<file path="src/rtl/core/hrlp_pkg.sv">
// ----------------------------------------------------------------------------
// HTTP request line parser package
// Shared types, character constants and method/marker tables.
// ----------------------------------------------------------------------------
package hrlp_pkg;

  localparam int unsigned METHOD_CNT = 9;
  localparam int unsigned METHOD_MAX = 7;
  localparam int unsigned MARKER_LEN = 5;

  localparam logic [7:0] CHAR_SP = 8'h20;
  localparam logic [7:0] CHAR_LF = 8'h0A;
  localparam logic [7:0] CHAR_H  = 8'h48;

  // Method names in code order, padded with zeros past their length.
  localparam logic [7:0] METHOD_TEXT [METHOD_CNT][METHOD_MAX] = '{
    '{"O", "P", "T", "I", "O", "N", "S"},
    '{"G", "E", "T", 8'h00, 8'h00, 8'h00, 8'h00},
    '{"H", "E", "A", "D", 8'h00, 8'h00, 8'h00},
    '{"P", "U", "T", 8'h00, 8'h00, 8'h00, 8'h00},
    '{"P", "O", "S", "T", 8'h00, 8'h00, 8'h00},
    '{"P", "A", "T", "C", "H", 8'h00, 8'h00},
    '{"D", "E", "L", "E", "T", "E", 8'h00},
    '{"T", "R", "A", "C", "E", 8'h00, 8'h00},
    '{"C", "O", "N", "N", "E", "C", "T"}
  };

  localparam logic [3:0] METHOD_LEN [METHOD_CNT] = '{
    4'd7, 4'd3, 4'd4, 4'd3, 4'd4, 4'd5, 4'd6, 4'd5, 4'd7
  };

  localparam logic [7:0] MARKER_TEXT [MARKER_LEN] = '{"H", "T", "T", "P", "/"};

  typedef enum logic [5:0] {
    PH_METHOD  = 6'b000001,
    PH_URI     = 6'b000010,
    PH_SCAN    = 6'b000100,
    PH_VERSION = 6'b001000,
    PH_TAIL    = 6'b010000,
    PH_ERROR   = 6'b100000
  } phase_e;

  typedef enum logic [1:0] {
    TAG_NONE    = 2'd0,
    TAG_METHOD  = 2'd1,
    TAG_URI     = 2'd2,
    TAG_VERSION = 2'd3
  } tag_e;

  typedef enum logic [1:0] {
    ST_PARSING = 2'd0,
    ST_OK      = 2'd1,
    ST_ERROR   = 2'd2
  } status_e;

  // Parse context carried from one word to the next.
  typedef struct packed {
    phase_e               phase;
    logic [METHOD_CNT-1:0] cand;    // methods still matching the prefix seen
    logic [3:0]           mlen;     // method bytes seen, saturates at 8
    logic [2:0]           mcnt;     // marker bytes matched
    logic                 nl;       // newline seen while scanning
    logic [3:0]           mfound;   // accepted method code
  } parse_state_t;

  localparam parse_state_t PARSE_RESET = '{
    phase:  PH_METHOD,
    cand:   '1,
    mlen:   4'd0,
    mcnt:   3'd0,
    nl:     1'b0,
    mfound: 4'd0
  };

  typedef struct packed {
    logic [7:0] data;
    tag_e       tag;
    logic       done;
    status_e    status;
    logic [3:0] mcode;
  } result_t;

endpackage

</file>
<file path="src/rtl/core/hrlp_step.sv">
// ----------------------------------------------------------------------------
// HTTP request line parser step
// Combinational update of the parse context for one message byte.
// ----------------------------------------------------------------------------
module hrlp_step (
  input  hrlp_pkg::parse_state_t st_i,
  input  logic [7:0]             byte_i,
  input  logic                   start_i,
  input  logic                   end_i,
  output hrlp_pkg::parse_state_t st_o,
  output hrlp_pkg::result_t      res_o
);

  hrlp_pkg::parse_state_t cur;
  hrlp_pkg::parse_state_t nxt;
  hrlp_pkg::tag_e         tag;
  logic [hrlp_pkg::METHOD_CNT-1:0] hit;
  logic                   found;
  logic [3:0]             code;
  logic [2:0]             cnt;

  always_comb begin
    cur   = start_i ? hrlp_pkg::PARSE_RESET : st_i;
    nxt   = cur;
    tag   = hrlp_pkg::TAG_NONE;
    found = 1'b0;
    code  = 4'd0;
    cnt   = 3'd0;
    for (int i = 0; i < hrlp_pkg::METHOD_CNT; i++) begin
      hit[i] = cur.cand[i] && (cur.mlen == hrlp_pkg::METHOD_LEN[i]);
      if (hit[i] && !found) begin
        found = 1'b1;
        code  = 4'(i);
      end
    end

    unique case (cur.phase)
      hrlp_pkg::PH_METHOD: begin
        if (byte_i == hrlp_pkg::CHAR_SP) begin
          if (found) begin
            nxt.mfound = code;
            nxt.phase  = hrlp_pkg::PH_URI;
          end else begin
            nxt.phase  = hrlp_pkg::PH_ERROR;
          end
        end else begin
          tag = hrlp_pkg::TAG_METHOD;
          if (cur.mlen < 4'(hrlp_pkg::METHOD_MAX)) begin
            for (int i = 0; i < hrlp_pkg::METHOD_CNT; i++) begin
              nxt.cand[i] = cur.cand[i] && (cur.mlen < hrlp_pkg::METHOD_LEN[i]) &&
                            (byte_i == hrlp_pkg::METHOD_TEXT[i][cur.mlen[2:0]]);
            end
            nxt.mlen = cur.mlen + 4'd1;
          end else begin
            // Longer than any method name: can never match.
            nxt.mlen = 4'd8;
            nxt.cand = '0;
          end
        end
      end
      hrlp_pkg::PH_URI: begin
        if (byte_i == hrlp_pkg::CHAR_SP) begin
          nxt.phase = hrlp_pkg::PH_SCAN;
        end else begin
          tag = hrlp_pkg::TAG_URI;
        end
      end
      hrlp_pkg::PH_SCAN: begin
        if (byte_i == hrlp_pkg::CHAR_LF) begin
          nxt.nl = 1'b1;
        end
        if (byte_i == hrlp_pkg::MARKER_TEXT[cur.mcnt]) begin
          cnt = cur.mcnt + 3'd1;
        end else begin
          cnt = (byte_i == hrlp_pkg::CHAR_H) ? 3'd1 : 3'd0;
        end
        if (cnt == 3'(hrlp_pkg::MARKER_LEN)) begin
          nxt.mcnt  = 3'd0;
          nxt.phase = hrlp_pkg::PH_VERSION;
        end else begin
          nxt.mcnt  = cnt;
        end
      end
      hrlp_pkg::PH_VERSION: begin
        if (!cur.nl && (byte_i == hrlp_pkg::CHAR_LF)) begin
          nxt.phase = hrlp_pkg::PH_TAIL;
        end else begin
          tag = hrlp_pkg::TAG_VERSION;
        end
      end
      hrlp_pkg::PH_TAIL, hrlp_pkg::PH_ERROR: begin
        nxt = cur;
      end
      default: begin
        nxt = cur;
      end
    endcase

    res_o.data  = byte_i;
    res_o.tag   = tag;
    res_o.done  = end_i;
    res_o.mcode = nxt.mfound;
    if (!end_i) begin
      res_o.status = hrlp_pkg::ST_PARSING;
    end else if ((nxt.phase == hrlp_pkg::PH_VERSION) || (nxt.phase == hrlp_pkg::PH_TAIL)) begin
      res_o.status = hrlp_pkg::ST_OK;
    end else begin
      res_o.status = hrlp_pkg::ST_ERROR;
    end

    st_o = end_i ? hrlp_pkg::PARSE_RESET : nxt;
  end

endmodule

</file>
<file path="src/rtl/core/http_request_line_parser_core.sv">
// ----------------------------------------------------------------------------
// HTTP request line parser core
// Tags each byte of a request message as method, URI, version or none and
// reports the request line status and method code on the last byte.
// ----------------------------------------------------------------------------
// Pipeline: an accepted word passes through the input register, then the result
//   register, and is offered on the result stream from there.
// Throughput: one word per cycle while the consumer keeps up; the only loop is
//   the parse context update, which is combinational.
// Reset: rst_ni clears both valid flags and returns the parse context to the
//   start of a message, asynchronously.
// ----------------------------------------------------------------------------
module http_request_line_parser_core (
  input  logic        clk_i,
  input  logic        rst_ni,
  // Input stream.
  input  logic        s_axis_tvalid_i,
  output logic        s_axis_tready_o,
  input  logic [7:0]  s_axis_tdata_i,   // [7:0] data_byte
  input  logic        s_axis_tuser_i,   // [0] msg_start
  input  logic        s_axis_tlast_i,   // msg_end
  // Result stream.
  output logic        m_axis_tvalid_o,
  input  logic        m_axis_tready_i,
  output logic [15:0] m_axis_tdata_o,   // [7:0] out_byte, [9:8] status,
                                        // [13:10] method_code, [15:14] zero
  output logic [1:0]  m_axis_tuser_o,   // [1:0] field_tag
  output logic        m_axis_tlast_o    // done_res
);

  // Input register stage. The parse context is applied to the registered byte.
  logic       in_valid_q;
  logic [7:0] in_byte_q;
  logic       in_start_q;
  logic       in_end_q;

  // Result register stage.
  logic                 out_valid_q;
  hrlp_pkg::result_t    res_q;
  hrlp_pkg::result_t    res_d;

  // Parse context, updated whenever a word moves into the result register.
  hrlp_pkg::parse_state_t st_q;
  hrlp_pkg::parse_state_t st_d;

  logic advance;

  // The result register can take a new word when it is empty or being read.
  // The input register refills as soon as its word moves on, so both sides
  // run at one word per cycle while the consumer keeps up.
  assign advance         = in_valid_q && (!out_valid_q || m_axis_tready_i);
  assign s_axis_tready_o = !in_valid_q || advance;

  hrlp_step u_step (
    .st_i    (st_q),
    .byte_i  (in_byte_q),
    .start_i (in_start_q),
    .end_i   (in_end_q),
    .st_o    (st_d),
    .res_o   (res_d)
  );

  always_ff @(posedge clk_i or negedge rst_ni) begin
    if (!rst_ni) begin
      in_valid_q  <= 1'b0;
      out_valid_q <= 1'b0;
      st_q        <= hrlp_pkg::PARSE_RESET;
    end else begin
      if (s_axis_tready_o) begin
        in_valid_q <= s_axis_tvalid_i;
      end
      if (advance) begin
        out_valid_q <= 1'b1;
        st_q        <= st_d;
      end else if (m_axis_tready_i) begin
        out_valid_q <= 1'b0;
      end
    end
  end

  // Payload registers carry no reset; they are qualified by the valid flags.
  always_ff @(posedge clk_i) begin
    if (s_axis_tready_o && s_axis_tvalid_i) begin
      in_byte_q  <= s_axis_tdata_i;
      in_start_q <= s_axis_tuser_i;
      in_end_q   <= s_axis_tlast_i;
    end
    if (advance) begin
      res_q <= res_d;
    end
  end

  assign m_axis_tvalid_o = out_valid_q;
  assign m_axis_tdata_o  = {2'b00, res_q.mcode, res_q.status, res_q.data};
  assign m_axis_tuser_o  = res_q.tag;
  assign m_axis_tlast_o  = res_q.done;

endmodule

</file>
<file path="config.mk">
export PLATFORM = sky130hd
export DESIGN_NAME = http_request_line_parser_core
export DESIGN_NICKNAME = d
export VERILOG_FILES = /design/src/rtl/core/hrlp_pkg.sv /design/src/rtl/core/hrlp_step.sv /design/src/rtl/core/http_request_line_parser_core.sv
export SDC_FILE = /design/constraint.sdc
export NUM_CORES = 1
export LEC_CHECK = 0
export ABC_AREA = 1
export BUFFER_PORTS_ARGS = -buffer_cell sky130_fd_sc_hd__buf_2
export CORE_UTILIZATION = 35
export DETAILED_ROUTE_END_ITERATION = 8
export GPL_TIMING_DRIVEN = 0
export HOLD_SLACK_MARGIN = 0.08
export MAX_ROUTING_LAYER = met4
export PLACE_DENSITY = 0.57
export SLEW_MARGIN = 20
export SYNTH_ARGS = -nofsm -noshare
export SYNTH_HDL_FRONTEND = slang
export SYNTH_SLANG_ARGS = --single-unit
</file>
<file path="constraint.sdc">
create_clock -name clk_i -period 7.5 [get_ports clk_i]
set_input_delay 0.375 -clock clk_i [delete_from_list [all_inputs] [get_ports clk_i]]
set_output_delay 0.375 -clock clk_i [all_outputs]
set_load 0.03 [all_outputs]
</file>
==> results of run 1 <==
## flip-flops by register name, summed over array words and instances (netlist names)
register / flops
st_q: 27
m_axis_tdata_o: 14
in_byte_q: 8
m_axis_tuser_o: 2
in_end_q: 1
in_start_q: 1
in_valid_q: 1
m_axis_tlast_o: 1
m_axis_tvalid_o: 1
## where the power goes
| group | switching [mW] | total, mW | internal [mW] | leakage [nW] |
|---|---|---|---|---|
| clock network | 0.102 | 0.188 | 0.0860 | 0.0534 |
| registers | 0.0140 | 0.384 | 0.370 | 0.623 |
| logic | 0.168 | 0.234 | 0.0665 | 1.34 |
| total | 0.284 | 0.807 | 0.523 | 2.02 |
## Yosys cell counts (6+ instances only)
library cell  number  area share [%]
nand2_1          118              11
nor2_1            64             6.1
inv_1             61             5.9
nand3_1           44             5.6
o21ai_0           34             4.4
edfxtp_1          27              21
a21oi_1           19             2.4
dfrtp_1           19              12
nor3_1            11             1.4
xor2_1            11             2.5
dfstp_2           10             6.7
ha_1              10             3.2
nand2_2            9             1.4
buf_4              7             1.3
nor2_4             6             1.7
o211ai_1           6             1.2
## final cells by class
cell class,count,area [sq um]
flip-flops and latches,56,1550
multi-input cells,381,1980
plain buffers,18,126
inverters,67,259
fillers,1138,6490
clock inverters,1,5.00
well taps,140,175
repair buffers,32,160
clock buffers,7,97.6
## kinds of logic after synthesis
logic type | count (synthesis)
DFF | 56
buffers and inverters | 85
AOI/OAI and AO/OA | 83
adders and majority gates | 10
xor gates and xnor gates | 11
and+or+nand+nor | 275
other | 1
## per-stage QoR
step | instance area, sq um | setup WS [ns] | power [mW] | instances | util [%]
floorplan | 3920 | 4.84 | 0.556 | 522 | -
global placement | 4250 | 4.29 | 0.620 | 694 | 39.2
detailed placement | 4250 | 4.29 | 0.623 | 694 | 39.2
CTS | 4350 | 4.27 | 0.812 | 702 | 40.2
global route | 4350 | 3.91 | 0.856 | 702 | 40.2
finish | 4350 | 4.27 | 0.807 | 702 | 40.2
## worst max-delay path: cells and delay by family, from the launching register on
kind | cells | cell delay (ns)
and+or+nand+nor | 12 | 1.48
buffers and inverters | 4 | 0.78
DFF | 1 | 0.40
adders and majority gates | 1 | 0.34
## layer usage
layer  wire [um]  global-route usage (%)  up-vias
met5           0                       -        -
met4         291                    8.51        0
met3         488                    2.72       20
met2        5110                    33.7       97
met1        5040                    26.7     1736
li1            -                       -     1808
## worst max path at each step
| stage | startpoint | endpoint |
|---|---|---|
| after floorplan | in_start_q | m_axis_tdata_o[9] |
| after global placement | in_start_q | m_axis_tdata_o[9] |
| after detailed placement | in_start_q | m_axis_tdata_o[9] |
| after CTS | in_start_q | m_axis_tdata_o[9] |
| after global routing | in_start_q | m_axis_tdata_o[8] |
| final | in_start_q | m_axis_tdata_o[8] |
==> results.sh, run 1 <==
export IMPL_rsz0062_at_grt="false"
export IMPL_cts_sinks=56
export IMPL_dieArea_sq_um=11600
export IMPL_place_congestion=0.924
export IMPL_nets=585
export IMPL_rr_worst_depth=17
export IMPL_power_leakage_nw=2.02
export IMPL_syn_inst=521
export IMPL_worst_ir_drop_vdd_v=0.0000735
export IMPL_grt_start_max_net_pins=30
export IMPL_grt_ovfl_total=0
export IMPL_synth_xor_area_share_pct=2.46
export IMPL_cts_resized=0
export IMPL_layout_drive_gt1_share_pct=16.2
export IMPL_maxClockFrequency_ghz=0.310
export IMPL_final_antenna_net_count=0
export IMPL_grt_usage_pct=21.0
export IMPL_ys_warn_count=0
export IMPL_cts_tree="yes"
export IMPL_synthFlopType="edfxtp_1"
export IMPL_mostFrequentLayoutCells="nand2_1, nor2_1, inv_1"
export IMPL_ys_types=45
export IMPL_syn_avg_cell_area_sq_um=7.51
export IMPL_first_global_vias=3585
export IMPL_h_tree_depth=2
export IMPL_start_util_pct=36.1
export IMPL_coreArea_sq_um=10800
export IMPL_grt_pass1_wl_um=18100
export IMPL_crit_top_cell="nor2_1"
export IMPL_num_rows=38
export IMPL_hp_class="primary input to asynchronous set/reset pin"
export IMPL_path_cells="buf_6, buf_4, nor2_1, inv_1, ha_1, inv_1, nor2_4, nand3_1, nand2_2, nor2_4, nand4_2, nor2_2, nand3_1, nand3b_1, nor2_1, nand2_1, nor2_1"
export IMPL_synth_compound_area_share_pct=12.4
export IMPL_r2r_end="m_axis_tdata_o[8]"
export IMPL_syn_area_sq_um=3910
export IMPL_max_stage_delay_ns=0.46
export IMPL_die_x_um=108
export IMPL_r2r_start="in_start_q"
export IMPL_cp_end_kind="flop"
export IMPL_setup_viol=0
export IMPL_p_per_area_nw_per_um2=185
export IMPL_diodes=0
export IMPL_worst_slew_pin_slew_ns=0.732
export IMPL_dr_total_vias=3661
export IMPL_first_pass_iters=5
export IMPL_ctsHoldBuffers=0
export IMPL_clk_pin_slew_ns=0.11
export IMPL_path_max_fanout=10
export IMPL_vias_per_cell=5.22
export IMPL_drv_slew=0
export IMPL_yosys_register_bits=56
export IMPL_routed_wl_um=10900
export IMPL_synth_edf_count=27
export IMPL_post_dp_hpwl_um=8110
export IMPL_outcome="completed"
export IMPL_clk_latency_ns=0.33
export IMPL_synth_mux_area_share_pct=0
export IMPL_yosysSeqAreaShare_pct=39.6
export IMPL_worst_ep_arrival_time_ns=3.32
export IMPL_min_period_over_period_pct=43.1
export IMPL_synthAdderAreaFrac_pct=3.20
export IMPL_hold_violations=0
export IMPL_criticalPathCategory="flop to flop"
export IMPL_final_common_cell="nand2_1"
export IMPL_yosys_area_share_simple_pct=32.4
export IMPL_drc=0
export IMPL_setup_tns_ns=0
export IMPL_area_delta_synth_final_pct=11.3
export IMPL_clockBufferDepth=2
export IMPL_cts_made_buffers=5
export IMPL_finalCriticalPeriod_ns=3.23
export IMPL_hold_ws_ns=0.0717
export IMPL_required_ns=7.59
export IMPL_cap_violations=0
export IMPL_port_buffers=32
export IMPL_antenna_found_initial=0
export IMPL_io_pins=35
export IMPL_synth_top_family_by_area="simple AND/OR/NAND/NOR gates"
export IMPL_root_buffer="clkbuf_8"
export IMPL_dieHeight_um=108
export IMPL_cpMaxStageDelayCell="nor2_1"
export IMPL_clock_skew_final_ns=0.0112
export IMPL_wl_per_cell_um=15.6
export IMPL_crit_path_start_kind="flop"
export IMPL_postCtsSetupRepairBufs=0
export IMPL_reg2reg_slack_ns=4.27
export IMPL_async_flop_share_pct=51.8
export IMPL_slew_headroom_pct=51.2
export IMPL_drt_initial_drc_count=243
Note: power is estimated with default switching activity, not from simulation.
==> run 2, diff against run 1 <==
Clock period 7.5 ns to 3.1 ns, I/O delays scaled along.
==> results.sh, run 2 (synthesized netlist as in run 1, its figures left out) <==
export IMPL_outcome="completed"
export IMPL_routed_wl_um=11100
export IMPL_clock_skew_final_ns=0.0116
export IMPL_stdcell_count=714
export IMPL_coreArea_sq_um=10800
export IMPL_worst_ep_arrival_time_ns=2.89
export IMPL_required_ns=3.19
export IMPL_worst_ir_drop_vdd_v=0.000179
export IMPL_largest_reg_flops=27
export IMPL_dr_total_vias=3735
export IMPL_cap_violations=0
export IMPL_num_fill_cells=1136
export IMPL_start_util_pct=36.1
export IMPL_vias_per_cell=5.23
export IMPL_setup_viol=0
export IMPL_rsz0062_at_grt="false"
export IMPL_wl_per_cell_um=15.5
export IMPL_grt_usage_pct=21.1
export IMPL_dieArea_sq_um=11600
export IMPL_diodes=0
export IMPL_h_tree_depth=2
export IMPL_final_antenna_net_count=0
export IMPL_slew_headroom_pct=51.8
export IMPL_cts_sinks=56
export IMPL_clk_latency_ns=0.33
export IMPL_root_buffer="clkbuf_8"
export IMPL_mostFrequentLayoutCells="nand2_1, inv_1, nor2_1"
export IMPL_min_period_over_period_pct=90.2
export IMPL_placedCellCount=694
export IMPL_worst_slew_pin_slew_ns=0.723
export IMPL_setup_tns_ns=0
export IMPL_layout_drive_gt1_share_pct=16.7
export IMPL_die_x_um=108
export IMPL_path_max_fanout=10
export IMPL_final_common_cell="nand2_1"
export IMPL_first_global_vias=3629
export IMPL_first_pass_iters=5
export IMPL_grt_pass1_wl_um=18200
export IMPL_regMostFlops="st_q"
export IMPL_port_buffers=32
export IMPL_p_per_area_nw_per_um2=439
export IMPL_maxClockFrequency_ghz=0.358
export IMPL_drt_initial_drc_count=239
export IMPL_dieHeight_um=108
export IMPL_cp_end_kind="flop"
export IMPL_crit_path_start_kind="flop"
export IMPL_grt_start_max_net_pins=30
export IMPL_io_pins=35
export IMPL_antenna_found_initial=0
export IMPL_postCtsSetupRepairBufs=0
export IMPL_post_dp_hpwl_um=8110
export IMPL_place_congestion=0.924
export IMPL_nets=597
export IMPL_grt_ovfl_total=0
export IMPL_finalCriticalPeriod_ns=2.80
export IMPL_hp_class="primary input to flop"
export IMPL_power_leakage_nw=2.07
export IMPL_clk_pin_slew_ns=0.11
export IMPL_criticalPathCategory="flop to flop"
export IMPL_drc=0
export IMPL_area_delta_synth_final_pct=14.9
export IMPL_clockBufferDepth=2
export IMPL_cts_tree="yes"
export IMPL_hold_violations=0
export IMPL_drv_slew=0
export IMPL_cts_made_buffers=5
export IMPL_num_rows=38
[run 2: where the power goes]
part           leakage (nW)  switching, mW  internal, mW  total, mW
Clock                0.0534          0.249         0.208      0.457
Combinational          1.39          0.415         0.174      0.589
Sequential            0.623         0.0335         0.896      0.929
[run 2: worst max-delay path, cell delays in order, from the launching register on]
cell,delay [ns]
edfxtp_1,0.40
buf_6,0.17
buf_4,0.21
nor2_4,0.21
inv_2,0.12
ha_1,0.29
inv_1,0.13
nor2_4,0.07
nand3_1,0.08
nand2_2,0.08
nor2_4,0.12
nand4_2,0.10
nor2_2,0.17
nand2_2,0.08
nand2_4,0.10
nand3_1,0.08
nor2_1,0.09
nor2_1,0.04
[run 2: path summary, 6_finish.rpt]
| kind | end | slack (ns) | start | cells past startpoint |
|---|---|---|---|---|
| max reg2reg | m_axis_tdata_o[9] | 0.30 | in_start_q | 17 |
| max | m_axis_tdata_o[9] | 0.30 | in_start_q | 17 |
| min reg2reg | m_axis_tdata_o[2] | 0.45 | in_byte_q[2] | 0 |
| max in group asynchronous | st_q[22] | 2.26 | rst_ni | 2 |
| min in group asynchronous | st_q[5] | 0.38 | rst_ni | 2 |
| min | m_axis_tvalid_o | 0.1 | m_axis_tready_i | 4 |
[run 2: metrics by stage]
| step | setup WS [ns] | area (sq um) | util, % | hold slack [ns] | power, mW |
|---|---|---|---|---|---|
| 2_1_floorplan | 0.444 | 3920 | - | -0.141 | 1.34 |
| 3_3_place_gp | -0.111 | 4250 | 39.2 | 0.238 | 1.50 |
| 6_report | 0.304 | 4490 | 41.5 | 0.0957 | 1.97 |
| 3_5_place_dp | -0.106 | 4250 | 39.2 | 0.234 | 1.51 |
| 5_1_grt | 0.0133 | 4490 | 41.5 | 0.131 | 2.09 |
| 4_1_cts | 0.0655 | 4480 | 41.3 | 0.0978 | 1.98 |
[run 2: cell type report]
| cell class | instances | area, sq um | share of cell area, % |
|---|---|---|---|
| Sequential cell | 56 | 1550 | 34.5 |
| Inverter | 67 | 259 | 5.76 |
| Buffer | 18 | 126 | 2.81 |
| Multi-Input combinational cell | 381 | 2000 | 44.5 |
| Tap cell | 140 | 175 | 3.90 |
| Timing Repair Buffer | 44 | 280 | 6.24 |
| Clock buffer | 7 | 97.6 | 2.17 |
| Clock inverter | 1 | 5.00 | 0.111 |
[run 2: repair_timing]
item                                   4_1_cts  5_1_grt
hold buffers                                12        0
setup endpoints to repair                    9       14
pin swaps                                    0        1
endpoints found under the hold margin       30        0
gates resized for setup                      1        6
[run 2: metal layers]
metal	share of wire, %	track usage (%)	vias to the layer above
met5	0	-	-
met4	3.0	8.12	0
met3	5.2	2.66	26
met2	47	34.2	117
met1	45	26.9	1768
li1	-	-	1824
==> run 3, diff against run 2 <==
==> constraint.sdc (replaced) <==
create_clock -name clk_i -period 3.1 [get_ports clk_i]
set_input_delay 0.31 -clock clk_i [delete_from_list [all_inputs] [get_ports clk_i]]
set_output_delay 0.31 -clock clk_i [all_outputs]
set_load 0.03 [all_outputs]
==> results.sh, run 3 (synthesized netlist as in run 1, its figures left out) <==
export IMPL_mostFrequentLayoutCells="nand2_1, inv_1, nor2_1"
export IMPL_final_common_cell="nand2_1"
export IMPL_first_global_vias=3577
export IMPL_placed_cell_area_sq_um=4250
export IMPL_cts_made_buffers=5
export IMPL_nets=586
export IMPL_postLayoutCoreUtil_pct=40.4
export IMPL_setup_tns_ns=0
export IMPL_area_delta_synth_final_pct=12.1
export IMPL_reg2reg_slack_ns=0.31
export IMPL_largest_reg_flops=27
export IMPL_placedCellCount=694
export IMPL_clock_skew_final_ns=0.0119
export IMPL_diodes=0
export IMPL_cp_end_kind="flop"
export IMPL_p_per_area_nw_per_um2=448
export IMPL_drv_slew=0
export IMPL_rr_worst_depth=17
export IMPL_grt_ovfl_total=0
export IMPL_path_max_fanout=10
export IMPL_worst_ep_arrival_time_ns=2.88
export IMPL_path_cells="buf_6, buf_4, nor2_4, inv_2, ha_1, inv_1, nor2_4, nand3_1, nand2_2, nor2_4, nand4_2, nor2_2, nand2_2, nand2_4, nand3_1, nor2_1, nor2_1"
export IMPL_place_congestion=0.924
export IMPL_final_antenna_net_count=0
export IMPL_outcome="completed"
export IMPL_grt_pass1_wl_um=18100
export IMPL_vias_per_cell=5.27
export IMPL_drc=0
export IMPL_power_leakage_nw=2.02
export IMPL_num_fill_cells=1137
export IMPL_required_ns=3.19
export IMPL_cts_sinks=56
export IMPL_regMostFlops="st_q"
export IMPL_holdPathEnd="in_start_q"
export IMPL_crit_top_cell="nor2_4"
export IMPL_dr_total_vias=3708
export IMPL_max_stage_delay_ns=0.40
export IMPL_crit_path_start_kind="flop"
export IMPL_wl_per_cell_um=15.6
export IMPL_coreArea_sq_um=10800
export IMPL_port_buffers=32
export IMPL_stdcell_count=703
export IMPL_start_util_pct=36.1
export IMPL_grt_usage_pct=21.0
export IMPL_dieArea_sq_um=11600
export IMPL_dieHeight_um=108
export IMPL_post_dp_hpwl_um=8110
export IMPL_die_x_um=108
export IMPL_worst_ir_drop_vdd_v=0.000179
export IMPL_antenna_found_initial=0
export IMPL_io_pins=35
export IMPL_cts_tree="yes"
export IMPL_cpMaxStageDelayCell="edfxtp_1"
export IMPL_maxClockFrequency_ghz=0.358
export IMPL_worst_slew_pin_slew_ns=0.740
export IMPL_postCtsSetupRepairBufs=0
export IMPL_clk_pin_slew_ns=0.11
export IMPL_fin_area_sq_um=4380
export IMPL_finalCriticalPeriod_ns=2.79
export IMPL_r2r_end="m_axis_tdata_o[9]"
export IMPL_num_rows=38
export IMPL_hold_violations=0
export IMPL_first_pass_iters=5
export IMPL_clockBufferDepth=2
export IMPL_criticalPathCategory="flop to flop"
export IMPL_routed_wl_um=11000
export IMPL_worstHoldPathCells=1
export IMPL_finalPower_mw=1.96
export IMPL_layout_drive_gt1_share_pct=17.1
export IMPL_r2r_start="in_start_q"
export IMPL_slew_headroom_pct=50.7
export IMPL_hp_class="primary input to flop"
export IMPL_setup_viol=0
export IMPL_drt_initial_drc_count=276
export IMPL_h_tree_depth=2
export IMPL_min_period_over_period_pct=90.1
export IMPL_clk_latency_ns=0.33
export IMPL_grt_start_max_net_pins=30
export IMPL_cap_violations=0
export IMPL_rsz0062_at_grt="false"
export IMPL_root_buffer="clkbuf_8"
export IMPL_min_from="s_axis_tuser_i"
## run 3: cell types whose count changed in the layout (fill, tap and decap cells not counted)
| cell | change |
|---|---|
| dlygate4sd3_1 | -11 |
## run 3: worst max-delay path by stage
stage                from                end  slack [ns]  cells after the start
2_1_floorplan  in_start_q  m_axis_tdata_o[9]        0.44                     17
3_3_place_gp   in_start_q  m_axis_tdata_o[9]       -0.11                     17
3_5_place_dp   in_start_q  m_axis_tdata_o[9]       -0.11                     17
4_1_cts        in_start_q  m_axis_tdata_o[9]        0.07                     17
5_1_grt        in_start_q  m_axis_tdata_o[8]        0.01                     17
6_report       in_start_q  m_axis_tdata_o[9]        0.31                     17
## run 3: per-stage QoR
stage | hold slack, ns | worst slack, ns
after floorplan | 0.0144 | 0.444
after detailed placement | 0.389 | -0.106
after global routing | 0.145 | 0.0133
after global placement | 0.393 | -0.111
final | 0.152 | 0.308
after CTS | 0.149 | 0.0655
## run 3: cell type report
class	instances	area [sq um]	share of cell area, %
Inverter	67	259	5.91
Buffer	18	126	2.88
Timing Repair Buffer	33	170	3.88
Sequential cell	56	1550	35.3
Tap cell	140	175	4.00
Multi-Input combinational cell	381	2000	45.7
Clock inverter	1	5.00	0.114
Clock buffer	7	97.6	2.23
## run 3: metal layers
| metal | vias up | track usage [%] | share of wire (%) |
|---|---|---|---|
| li1 | 1809 | - | - |
| met3 | 24 | 2.66 | 4.4 |
| met2 | 105 | 33.9 | 47 |
| met1 | 1770 | 26.7 | 46 |
| met4 | 0 | 8.12 | 2.9 |
| met5 | - | - | 0 |
## run 3: critical path: cells and delay by family (launching register included)
family	cells	cell delay [ns]
flip-flops	1	0.40
adder cells (fa/ha/maj)	1	0.29
buffers and inverters	4	0.63
AND/OR/NAND/NOR	12	1.22
## run 3: power by group
group | leakage, nW | internal, mW | switching, mW | total, mW
Combinational | 1.34 | 0.165 | 0.414 | 0.579
Sequential | 0.623 | 0.896 | 0.0337 | 0.930
Clock | 0.0534 | 0.208 | 0.246 | 0.454
## run 3: timing repair
action,in CTS,in global routing
pin swaps,0,1
resized for setup,1,6
endpoints found under the setup margin,9,14
hold buffers,1,0
endpoints found under the hold margin,19,0
